--- config.mk ---
export PLATFORM = sky130hd
export DESIGN_NAME = sorted_list_trim_ends
export DESIGN_NICKNAME = d
export VERILOG_FILES = /design/src/rtl/core/slt_pkg.sv /design/src/rtl/core/slt_cmp.sv /design/src/rtl/core/slt_seq.sv /design/src/rtl/core/sorted_list_trim_ends.sv
export SDC_FILE = /design/constraint.sdc
export NUM_CORES = 1
export LEC_CHECK = 0
export BUFFER_PORTS_ARGS = -buffer_cell sky130_fd_sc_hd__buf_4
export CAP_MARGIN = 20
export CORE_ASPECT_RATIO = 1.4
export CORE_MARGIN = 3
export CORE_UTILIZATION = 55
export DETAILED_ROUTE_END_ITERATION = 10
export PLACE_DENSITY = 0.72
export RECOVER_POWER = 25
export SYNTH_ARGS = -nofsm -noshare
export SYNTH_HDL_FRONTEND = slang
export SYNTH_HIERARCHICAL = 1
export SYNTH_SLANG_ARGS = --single-unit
export TNS_END_PERCENT = 5
--- constraint.sdc ---
create_clock -name clk -period 15 [get_ports clk]
set_clock_uncertainty 0.15 [all_clocks]
set_input_delay 1.5 -clock clk [delete_from_list [all_inputs] [get_ports clk]]
set_output_delay 1.5 -clock clk [all_outputs]
set_load 0.01 [all_outputs]
--- src/rtl/core/slt_pkg.sv ---
// ----------------------------------------------------------------------------
// slt_pkg
// Shared types and constants for the sorted list with trim of both ends.
// ----------------------------------------------------------------------------
`default_nettype none

package slt_pkg;

	// Default capacity of the sorted store
	localparam int SLT_DEPTH = 16;

	// Entry width and result count width
	localparam int VAL_W = 32;
	localparam int CNT_OUT_W = 5;

	// Fewest entries for which a trim keeps anything
	localparam int TRIM_MIN = 3;

	// Command codes
	localparam logic CMD_INSERT = 1'b0;
	localparam logic CMD_TRIM   = 1'b1;

	// Status codes
	localparam logic [1:0] STATUS_OK    = 2'd0;
	localparam logic [1:0] STATUS_FULL  = 2'd1;
	localparam logic [1:0] STATUS_EMPTY = 2'd2;

	// Request transaction
	typedef struct packed {
		logic                    command;
		logic signed [VAL_W-1:0] value;
	} req_t;

	// Response transaction
	typedef struct packed {
		logic [1:0]              status;
		logic [CNT_OUT_W-1:0]    count;
		logic signed [VAL_W-1:0] smallest;
		logic signed [VAL_W-1:0] largest;
	} rsp_t;

endpackage

`default_nettype wire

--- src/rtl/core/slt_cmp.sv ---
// ----------------------------------------------------------------------------
// slt_cmp
// Signed compare unit: flags a new value below a stored entry.
// ----------------------------------------------------------------------------
`default_nettype none

module slt_cmp
	import slt_pkg::*;
(
	input  wire logic signed [VAL_W-1:0] a,
	input  wire logic signed [VAL_W-1:0] b,
	output logic                         lt
);

	// Signed less-than, the only comparison the sequencer needs
	assign lt = (a < b);

endmodule

`default_nettype wire

--- src/rtl/core/slt_seq.sv ---
// ----------------------------------------------------------------------------
// slt_seq
// Sequencer and entry memory: inserts by shifting entries up from the top,
// trims by shifting entries down one slot, one entry per cycle.
// ----------------------------------------------------------------------------
`default_nettype none

module slt_seq
	import slt_pkg::*;
#(
	parameter int DEPTH = SLT_DEPTH
) (
	input  wire logic clk,
	input  wire logic arst_n,
	input  wire logic start,
	input  wire req_t req,
	output logic      idle,
	output logic      res_valid,
	input  wire logic res_ready,
	output rsp_t      res
);

	localparam int AW = $clog2(DEPTH);
	localparam int CW = $clog2(DEPTH + 1);

	typedef enum logic [1:0] {
		S_IDLE,
		S_INS,
		S_TRM,
		S_DONE
	} state_t;

	state_t                  state_q;
	logic [CW-1:0]           cnt_q;
	logic [AW-1:0]           ptr_q;
	logic signed [VAL_W-1:0] value_q;
	logic signed [VAL_W-1:0] min_q;
	logic signed [VAL_W-1:0] max_q;
	logic [1:0]              status_q;

	logic signed [VAL_W-1:0] mem [DEPTH];
	logic signed [VAL_W-1:0] rd_q;
	logic                    we;
	logic [AW-1:0]           waddr;
	logic signed [VAL_W-1:0] wdata;
	logic [AW-1:0]           raddr;

	logic                    lt;
	logic                    ptr_at_top;
	logic                    ptr_at_last;

	slt_cmp u_cmp (
		.a  (value_q),
		.b  (rd_q),
		.lt (lt)
	);

	assign ptr_at_top  = (CW'(ptr_q) == cnt_q);
	assign ptr_at_last = (CW'(ptr_q) == (cnt_q - CW'(TRIM_MIN)));

	// Entry memory: one write and one registered read per cycle
	always_ff @(posedge clk) begin
		if (we) begin
			mem[waddr] <= wdata;
		end
		rd_q <= mem[raddr];
	end

	// Drive memory ports from the sequencer state
	always_comb begin
		we    = 1'b0;
		waddr = ptr_q;
		wdata = rd_q;
		raddr = AW'(ptr_q - AW'(2));
		case (state_q)
			S_IDLE: begin
				waddr = '0;
				wdata = req.value;
				if (req.command == CMD_INSERT) begin
					raddr = AW'(cnt_q - CW'(1));
					we    = start && (cnt_q == '0);
				end else begin
					raddr = AW'(1);
				end
			end
			S_INS: begin
				we = 1'b1;
				if ((ptr_q == '0) || !lt) begin
					wdata = value_q;
				end
			end
			S_TRM: begin
				we    = 1'b1;
				raddr = AW'(ptr_q + AW'(2));
			end
			default: begin
				we = 1'b0;
			end
		endcase
	end

	// Sequence the insert and trim passes
	always_ff @(posedge clk or negedge arst_n) begin
		if (!arst_n) begin
			state_q  <= S_IDLE;
			cnt_q    <= '0;
			ptr_q    <= '0;
			status_q <= STATUS_OK;
		end else begin
			case (state_q)
				S_IDLE: begin
					if (start) begin
						value_q  <= req.value;
						status_q <= STATUS_OK;
						state_q  <= S_DONE;
						if (req.command == CMD_INSERT) begin
							if (cnt_q == CW'(DEPTH)) begin
								status_q <= STATUS_FULL;
							end else if (cnt_q == '0) begin
								min_q <= req.value;
								max_q <= req.value;
								cnt_q <= CW'(1);
							end else begin
								ptr_q   <= AW'(cnt_q);
								state_q <= S_INS;
							end
						end else begin
							if (cnt_q == '0) begin
								status_q <= STATUS_EMPTY;
							end else if (cnt_q < CW'(TRIM_MIN)) begin
								cnt_q <= '0;
							end else begin
								ptr_q   <= '0;
								state_q <= S_TRM;
							end
						end
					end
				end
				S_INS: begin
					// Place the value, or move the entry below up one slot
					if ((ptr_q == '0) || !lt) begin
						if (ptr_q == '0) begin
							min_q <= value_q;
						end
						if (ptr_at_top) begin
							max_q <= value_q;
						end
						cnt_q   <= cnt_q + CW'(1);
						state_q <= S_DONE;
					end else begin
						ptr_q <= ptr_q - AW'(1);
					end
				end
				S_TRM: begin
					// Move the entry above down one slot
					if (ptr_q == '0) begin
						min_q <= rd_q;
					end
					if (ptr_at_last) begin
						max_q   <= rd_q;
						cnt_q   <= cnt_q - CW'(2);
						state_q <= S_DONE;
					end else begin
						ptr_q <= ptr_q + AW'(1);
					end
				end
				S_DONE: begin
					if (res_ready) begin
						state_q <= S_IDLE;
					end
				end
				default: begin
					state_q <= S_IDLE;
				end
			endcase
		end
	end

	// Present the result while done
	assign idle         = (state_q == S_IDLE);
	assign res_valid    = (state_q == S_DONE);
	assign res.status   = status_q;
	assign res.count    = CNT_OUT_W'(cnt_q);
	assign res.smallest = (cnt_q == '0) ? '0 : min_q;
	assign res.largest  = (cnt_q == '0) ? '0 : max_q;

endmodule

`default_nettype wire

--- src/rtl/core/sorted_list_trim_ends.sv ---
// ----------------------------------------------------------------------------
// sorted_list_trim_ends
// Ascending sorted store of signed values with insert and trim of both ends.
// ----------------------------------------------------------------------------
// Usage:
//   Request channel (req_valid/req_ready/req) carries a command and a value.
//   An insert places the value after equal entries; a trim removes the
//   smallest and largest entries. Each request yields one response
//   transaction (rsp_valid/rsp_ready/rsp) with status, count, smallest and
//   largest value.
//   An insert shifts entries up until its slot is found; a trim of three or
//   more entries shifts the remaining entries down. Full, empty and short
//   cases need no shift pass. The single memory port pair moves one entry
//   per cycle, so the shift pass sets the rate; the worst case is an insert
//   at the front of DEPTH-1 entries.
//   req_ready is high only while the sequencer is idle.
//   Reset clears the count; entries are written before they are ever read.
//   A response waits in the output register while rsp_ready is low; the
//   next request may be accepted meanwhile and completes once the register
//   frees up.
// ----------------------------------------------------------------------------
`default_nettype none

module sorted_list_trim_ends
	import slt_pkg::*;
#(
	parameter int DEPTH = SLT_DEPTH
) (
	input  wire logic clk,
	input  wire logic arst_n,
	input  wire logic req_valid,
	output logic      req_ready,
	input  wire req_t req,
	output logic      rsp_valid,
	input  wire logic rsp_ready,
	output rsp_t      rsp
);

	logic start;
	logic idle;
	logic res_valid;
	logic res_ready;
	rsp_t res;
	logic rsp_valid_q;
	rsp_t rsp_q;

	assign req_ready = idle;
	assign start     = req_valid && req_ready;
	assign res_ready = !rsp_valid_q || rsp_ready;

	slt_seq #(
		.DEPTH (DEPTH)
	) u_seq (
		.clk       (clk),
		.arst_n    (arst_n),
		.start     (start),
		.req       (req),
		.idle      (idle),
		.res_valid (res_valid),
		.res_ready (res_ready),
		.res       (res)
	);

	// Hold the response until the receiver takes it
	always_ff @(posedge clk or negedge arst_n) begin
		if (!arst_n) begin
			rsp_valid_q <= 1'b0;
		end else if (res_valid && res_ready) begin
			rsp_valid_q <= 1'b1;
		end else if (rsp_ready) begin
			rsp_valid_q <= 1'b0;
		end
	end

	always_ff @(posedge clk) begin
		if (res_valid && res_ready) begin
			rsp_q <= res;
		end
	end

	assign rsp_valid = rsp_valid_q;
	assign rsp       = rsp_q;

	// Sequencer goes busy after every accepted request
	a_busy_after_accept: assert property (@(posedge clk) disable iff (!arst_n)
		start |=> !req_ready)
		else $error("request accepted but sequencer did not go busy");

	// A dropped insert reports a full store
	a_full_count: assert property (@(posedge clk) disable iff (!arst_n)
		rsp_valid && (rsp.status == STATUS_FULL) |-> (rsp.count == CNT_OUT_W'(DEPTH)))
		else $error("full status with a count other than capacity");

	// Ends of a nonempty store are ordered
	a_ends_ordered: assert property (@(posedge clk) disable iff (!arst_n)
		rsp_valid && (rsp.count != '0) |-> (rsp.smallest <= rsp.largest))
		else $error("smallest above largest");

	// Empty store reports zero ends
	a_empty_zero: assert property (@(posedge clk) disable iff (!arst_n)
		rsp_valid && (rsp.count == '0) |-> (rsp.smallest == '0) && (rsp.largest == '0))
		else $error("empty store with nonzero ends");

endmodule

`default_nettype wire
* Yosys cells after proc, flatten, opt, wreduce, memory -nomap -nowiden
Memories as Yosys holds them, arrays and structs flattened. A register that Yosys moved wholly into a read port is not among the register bits.
Cells that the tools add are included.
** Word-level totals
- Flip-flop bits (word level) :: 181
- Bits in writable memories :: 512
- Bits of input ports :: 37
- Output and inout bits :: 73
- Logic and storage cells :: 121
- Memories :: 1
** Cells by class
- $add $sub $neg :: 8
- Magnitude comparators :: 2
- Eq/ne operators :: 24
- Multiplexer cells :: 54
- Reductions and logical operators :: 20
** Memories
- u_seq.mem :: words 16, width 32, rd ports 1, clocked after Yosys merged registers in 1, write ports 1, line slt_seq.sv:41 : logic signed [VAL_W-1:0] mem [DEPTH];
** Operators by type and width (number)
- 32-bit two-way mux :: 11
- 32-bit one-hot mux with 3 select lines :: 2
- 32-bit one-hot mux with 2 select lines :: 1
- 4-bit two-way mux :: 10
- 5-bit two-way mux :: 8
- 32-bit < comparator :: 1
- 2-bit two-way mux :: 10
- 9-bit AND reduction :: 2
- 2-bit by 1-bit != test with 1-bit output, second input constant :: 8
- 5-bit one-hot mux with 3 select lines :: 1
- 4-bit one-hot mux with 3 select lines :: 1
- 4-bit by 5-bit == test with 1-bit output :: 2
- 2-bit != test, second input constant :: 5
- 5-bit by 2-bit subtractor with 5-bit output, second input constant :: 2
- 3-bit != test, second input constant :: 3
- 2-bit one-hot mux with 4 select lines :: 1
- 4-bit one-hot mux with 2 select lines :: 1
- 8-bit AND reduction :: 1
- 4-bit by 1-bit subtractor with 4-bit output, second input constant :: 2
- 1-bit two-way mux :: 7
- 7-bit AND reduction :: 1
- 5-bit by 1-bit adder with 5-bit output, second input constant :: 1
- 5-bit == test, second input constant :: 1
- 5-bit logical NOT :: 1
- other kinds (20) :: 25

* Longest topological paths before layout
- Depth after elaboration :: 7
- Mapped depth :: 14
- Mapped depth without buffers :: 14

* By module
Netlist, hierarchy kept.
** By module, submodules not included
- slt_seq :: instances 1, cells each 2035, area an instance 26776.9 µm², seq. area each 19223.4 µm²
- sorted_list_trim_ends :: instances 1, cells each 76, area an instance 2192.1 µm², seq. area each 2157.1 µm²
- slt_cmp :: instances 1, cells each 108, area an instance 789.5 µm², seq. area each 0.0 µm²

* Least setup slack after synthesis
OpenSTA, ideal clock, no wires.
- Path type :: reg2reg
- From :: reg u_seq.value_q[13]
- To :: reg u_seq.max_q[0], enable pin
- Setup time :: 0.468 ns
- Arrival time :: 4.644 ns
- Data required time :: 14.382 ns
- Path slack :: 9.738 ns
- Stages on the path, launching flop included :: 13
- Buffers on the path :: 1
- Period minus slack after synthesis :: 5.262 ns
- Cell sequence :: edfxtp_1 -> ha_1 -> a211oi_2 -> nor2_1 -> a211o_1 -> a311oi_2 -> o21ai_1 -> mux2i_1 -> nor2b_1 -> clkbuf_1 -> a21oi_1 -> nand3_1 -> nor3b_1
** Between the ends
- Word-level cells in the longest chain between the ends :: 5
** Ends and longest elaborated chain
- start, declared :: line slt_seq.sv:36 : logic signed [VAL_W-1:0] value_q;
- start signal, assigned :: line slt_seq.sv:113 : value_q <= req.value;
- 32-bit < comparator :: line slt_cmp.sv:16 : assign lt = (a < b);
- net u_seq.lt :: line slt_seq.sv:48 : logic lt;
- 1-bit logical NOT :: line slt_seq.sv:141 : if ((ptr_q == '0) || !lt) begin
- 1-bit logical OR :: line slt_seq.sv:141
- 2-bit by 1-bit != test with 1-bit output (no line)
- 9-bit AND reduction (no line)
- end signal, assigned :: line slt_seq.sv:121 : max_q <= req.value;
- end signal, assigned :: line slt_seq.sv:146 : max_q <= value_q;
- end signal, assigned :: line slt_seq.sv:160 : max_q <= rd_q;
- end, declared :: line slt_seq.sv:38 : logic signed [VAL_W-1:0] max_q;
The timed path passes the listed nets, and every way through them passes these cells.
A chain may end at the register's enable or synchronous reset.

* Final worst setup path
- From :: reg u_seq.state_q[0]
- To :: reg u_seq.rd_q[12] (read register of u_seq.mem)
** Between the ends
- Word-level cells in the longest chain between the ends :: 2
- Elaborated cells between the ends (all ways) :: 3
- Those cells by class :: eq/ne (1); mux (1); reduce/logical (1)
** Ends and longest elaborated chain
- start, declared :: line slt_seq.sv:33 : state_t state_q;
- start signal, assigned :: line slt_seq.sv:105 : state_q <= S_IDLE;
- start signal, assigned :: line slt_seq.sv:115 : state_q <= S_DONE;
- start signal, assigned :: line slt_seq.sv:125 : state_q <= S_INS;
- 2-bit == test or 2-bit logical NOT (tied branches) :: line slt_seq.sv:75 : case (state_q)
- 4-bit one-hot mux with 2 select lines * :: line slt_seq.sv:75
- end, declared :: line slt_seq.sv:42 : logic signed [VAL_W-1:0] rd_q;
Mark *: on every way between the ends. The rest lies on a longest branch, timed or not.

==> results.md <==
- The largest buffer count on any clock path is 3.
- The minimum clock period after layout is about 7.1 ns.
- When the netlist entered floorplanning its net count stood at 2,302.
- Of all nets on the critical path, the largest fanout is 67.
- The netlist uses 66 different library cells.
- Input and output buffers added on the ports amount to between 100 and 150.
- The post-CTS setup buffer count is 0.
- After synthesis, the cell types taking the most area are edfxtp_1 69%, nand2_1 6.4%, nand3_1 3.5%.
- Setup repair after global routing left no endpoint under its margin.
- The number of buffers inserted during clock tree synthesis is 60.
- The most frequently used flop master after synthesis is edfxtp_1.
- The max-cap violation count is 5.
- The final worst-path setup slack is roughly 7.9 ns.
- The required time reported for the critical path endpoint is 15.30 ns.
- The largest net degree at the start of global routing is approximately 80.
- The floorplan step set the die height to about 280 um.
- The setup violation total in the final timing report is 0.
- The first routing iteration left 2,084 violations.
- Summed over all nets, the half-perimeter wirelength after detailed placement is 38,600 um.
- For this run, the detailed router's first-pass iteration total came to 7.
- The origin of the worst min-delay path is u_seq/status_q[0].
- The cell count after synthesis is approximately 2,200.
- Post-CTS repair changed the size of 0 cells.
- Routability-driven placement finished with a final weighted congestion of around 0.83.
- The cell type with the largest total area after synthesis is edfxtp_1.
- The sequential cell area is 0.0214 mm^2.
- The repair_antennas step left the layout with diodes totalling 0.
- The pre-CTS setup slack is 9.71 ns.
- The via count of the first global-routing pass was approximately 18,000.
- The core region area is 0.0533 mm^2.
- The run finished, with violations left.
- The cell at the root of the clock tree is clkbuf_16.
- Each instance of the synthesized netlist takes up on average 13.4 um^2.
- Dividing the detail-routed via count by the number of cells gives roughly 6.1.
- The antenna violation net count after detailed routing is 0.
- The achievable clock frequency is ~0.14 GHz.
- The global-route wire length before repair is between 100,000 and 150,000 um.
- Wires add up to ~71,000 um.
- The share of Yosys cell area claimed by the top area cell type is 0.685.
- Yosys printed 6 warnings.
- The filler cells instantiated in the layout total a little over 4,000.
- Yosys mapped a number of flops with a built-in enable equal to roughly 680.
- The power density relative to cell area is 113 mW/mm^2.
- Clock-pin slew was measured on the worst setup and hold paths at 0.07 ns.
- For the worst setup path, the data arrival time is approximately 7.4 ns.
- The clock tree from TritonCTS is built.
- The measured slew at the worst slew-check pin is about 4 ns.
- The class of the worst hold path is flip-flop to flip-flop.
- The post-route setup TNS is 0 ns.
- The full die area is approximately 0.057 mm^2.
- The initial utilization of the core area, before any placement, comes to 0.558.
- Across every metal layer, demand over resource in global routing totals 0.244.
- The synthesized design contains 725 register bits.
- The critical setup path kind is flip-flop to flip-flop.
- The H-tree was split into 2 levels.
- The clock sink total is about 730.
- The area of the multi-input gates is about 0.0078 mm^2.
- In this run the critical register-to-register path is launched from u_seq/state_q[0].
- Dividing the detail-routed wire length by the instance count gives roughly 23 um.
- In this run the static leakage power is between 10 and 15 nW.
- The portion of the clock cycle consumed by the worst path in the final layout is 0.474.
- The peak ir drop on the vdd network is 0.0000820 V.
- The async set-or-reset flop fraction in the synthesized netlist is 0.0193.
- The count of final hold-check violations came to 0.
- The number of top-level pins is 110.
- The number of antenna violations at the first check in global routing is 0.
- The share of the Yosys chip area taken by registers is 0.718.
- From left edge to right edge, the die measures around 200 um.
- The max-slew violation total from the final report is between 300 and 400.
- The checks that failed: capacitance limit, slew limit.
- Tracing the worst setup path back leads to its startpoint at u_seq/state_q[0].
- The clock latency of the later-clocked register in the worst-skew pair is approximately 0.6 ns.
- The type of destination of the critical path is a flip-flop.
- The fraction of the core area covered by cells at the end of the flow is 0.617.
- STA classifies the critical path startpoint as a flip-flop.
- The number of hold buffers added after CTS was 0.
- Of the cells placed in the final design, the portion with a size suffix greater than 1 is 0.0695.
- The floorplan has 100 rows.
- The remaining max-slew budget at the tightest pin is -1.70.
- The cell area after synthesis is 0.0298 mm^2.
- For this run, design rule violations remaining after detail routing come to 0.
- The layout overhead on the synthesized area is 10.5%.
- The overall overflow remaining after global route is 0.
- Summing over every cut layer, the via total after detailed routing is approximately 19,000.
- The net count of the finished layout is between 2,000 and 2,500.
logic make-up after synthesis:
logic type,Yosys count,share of synthesized area
multiplexers,102,0.0345
adder cells (fa/ha/maj),46,0.0198
XOR/XNOR,15,0.00441
AO/OA/AOI/OAI,252,0.0665
buffers and inverters,190,0.0256
flip-flops,725,0.718
AND/OR/NAND/NOR,889,0.131
per-layer routing:
| metal | part of all wire | vias up | global-route usage |
|---|---|---|---|
| met5 | 0 | - | 0 |
| met1 | 0.38 | 9223 | 0.315 |
| met3 | 0.083 | 174 | 0.0299 |
| met4 | 0.035 | 0 | 0.0969 |
| li1 | - | 8307 | - |
| met2 | 0.50 | 949 | 0.424 |
registers in the layout (all words and copies together), names as in the netlist:
| signal | count |
|---|---|
| u_seq/state_q | 2 |
| u_seq/status_q | 2 |
| u_seq/min_q | 32 |
| u_seq/cnt_q | 5 |
| rsp_valid | 1 |
| u_seq/mem | 512 |
| rsp | 71 |
| u_seq/max_q | 32 |
| u_seq/ptr_q | 4 |
| u_seq/rd_q | 32 |
| u_seq/value_q | 32 |
per-stage QoR:
step           cells  power, mW  area (um^2)  hold WS, ns
5_1_grt         3058       3.82        32900        0.318
4_1_cts         3058       3.74        33300        0.311
3_3_place_gp    2946       2.24        31400        0.293
3_5_place_dp    2946       2.24        31400        0.299
2_1_floorplan   2219       2.22        29800        0.275
6_report        3058       3.71        32900        0.314
power by group:
group	leakage (nW)	internal [mW]	switching, mW
sequential	6.58	2.18	0
combinational	5.11	0.00266	0.00802
clock	0.940	0.835	0.690
cells in the mapped netlist, drive strengths merged, types with 11 or more instances:
| library cell | instances |
|---|---|
| nand3 | 209 |
| ha | 44 |
| a221o | 22 |
| dfxtp | 32 |
| o221ai | 32 |
| a32oi | 33 |
| and2 | 69 |
| clkbuf | 108 |
| edfxtp | 679 |
| nor2 | 70 |
| inv | 54 |
| a21oi | 46 |
| a22oi | 35 |
| mux2i | 101 |
| dfrtp | 14 |
| nand2 | 506 |
| o21ai | 12 |
| buf | 28 |
| a222oi | 11 |
| a21boi | 24 |
path summary, 6_finish.rpt:
path	depth (start not counted)	endpoint	slack (ns)
min in group asynchronous	1	u_seq/ptr_q[3]	0.86
worst min register to register	0	rsp[69]	0.31
worst max register to register	12	u_seq/rd_q[12]	7.88
max in group asynchronous	1	rsp_valid	13.26
worst max-delay path	12	u_seq/rd_q[12]	7.88
worst min-delay path	0	rsp[69]	0.31
area by class of cell:
class	instances	area share
inverters	54	0.00617
repair buffers	149	0.0216
well taps	714	0.0272
clock inverters	37	0.0105
multi-input cells	1304	0.236
flip-flops and latches	725	0.650
clock buffers	75	0.0480
critical path, stage by stage (launching register included):
cell	delay [ns]
dfrtp_1	0.41
inv_1	0.12
ha_1	0.15
clkbuf_1	2.27
nand2b_1	0.59
o22ai_4	0.26
buf_4	0.73
buf_4	0.68
buf_4	0.71
mux2i_1	0.28
mux2i_1	0.10
a32oi_1	0.21
o221ai_1	0.16
cell usage in the layout, fill, tap and decap left out, types with 33 or more instances in the layout:
| cell type | count |
|---|---|
| a22oi_1 | 35 |
| inv_1 | 54 |
| clkbuf_16 | 60 |
| nor2_1 | 55 |
| buf_4 | 39 |
| nand2_1 | 506 |
| and2_0 | 42 |
| clkbuf_1 | 122 |
| nand3_1 | 209 |
| a32oi_1 | 33 |
| mux2i_1 | 101 |
| ha_1 | 43 |
| edfxtp_1 | 679 |
| a21oi_1 | 45 |
No activity file was read; power rests on OpenSTA's default activity.
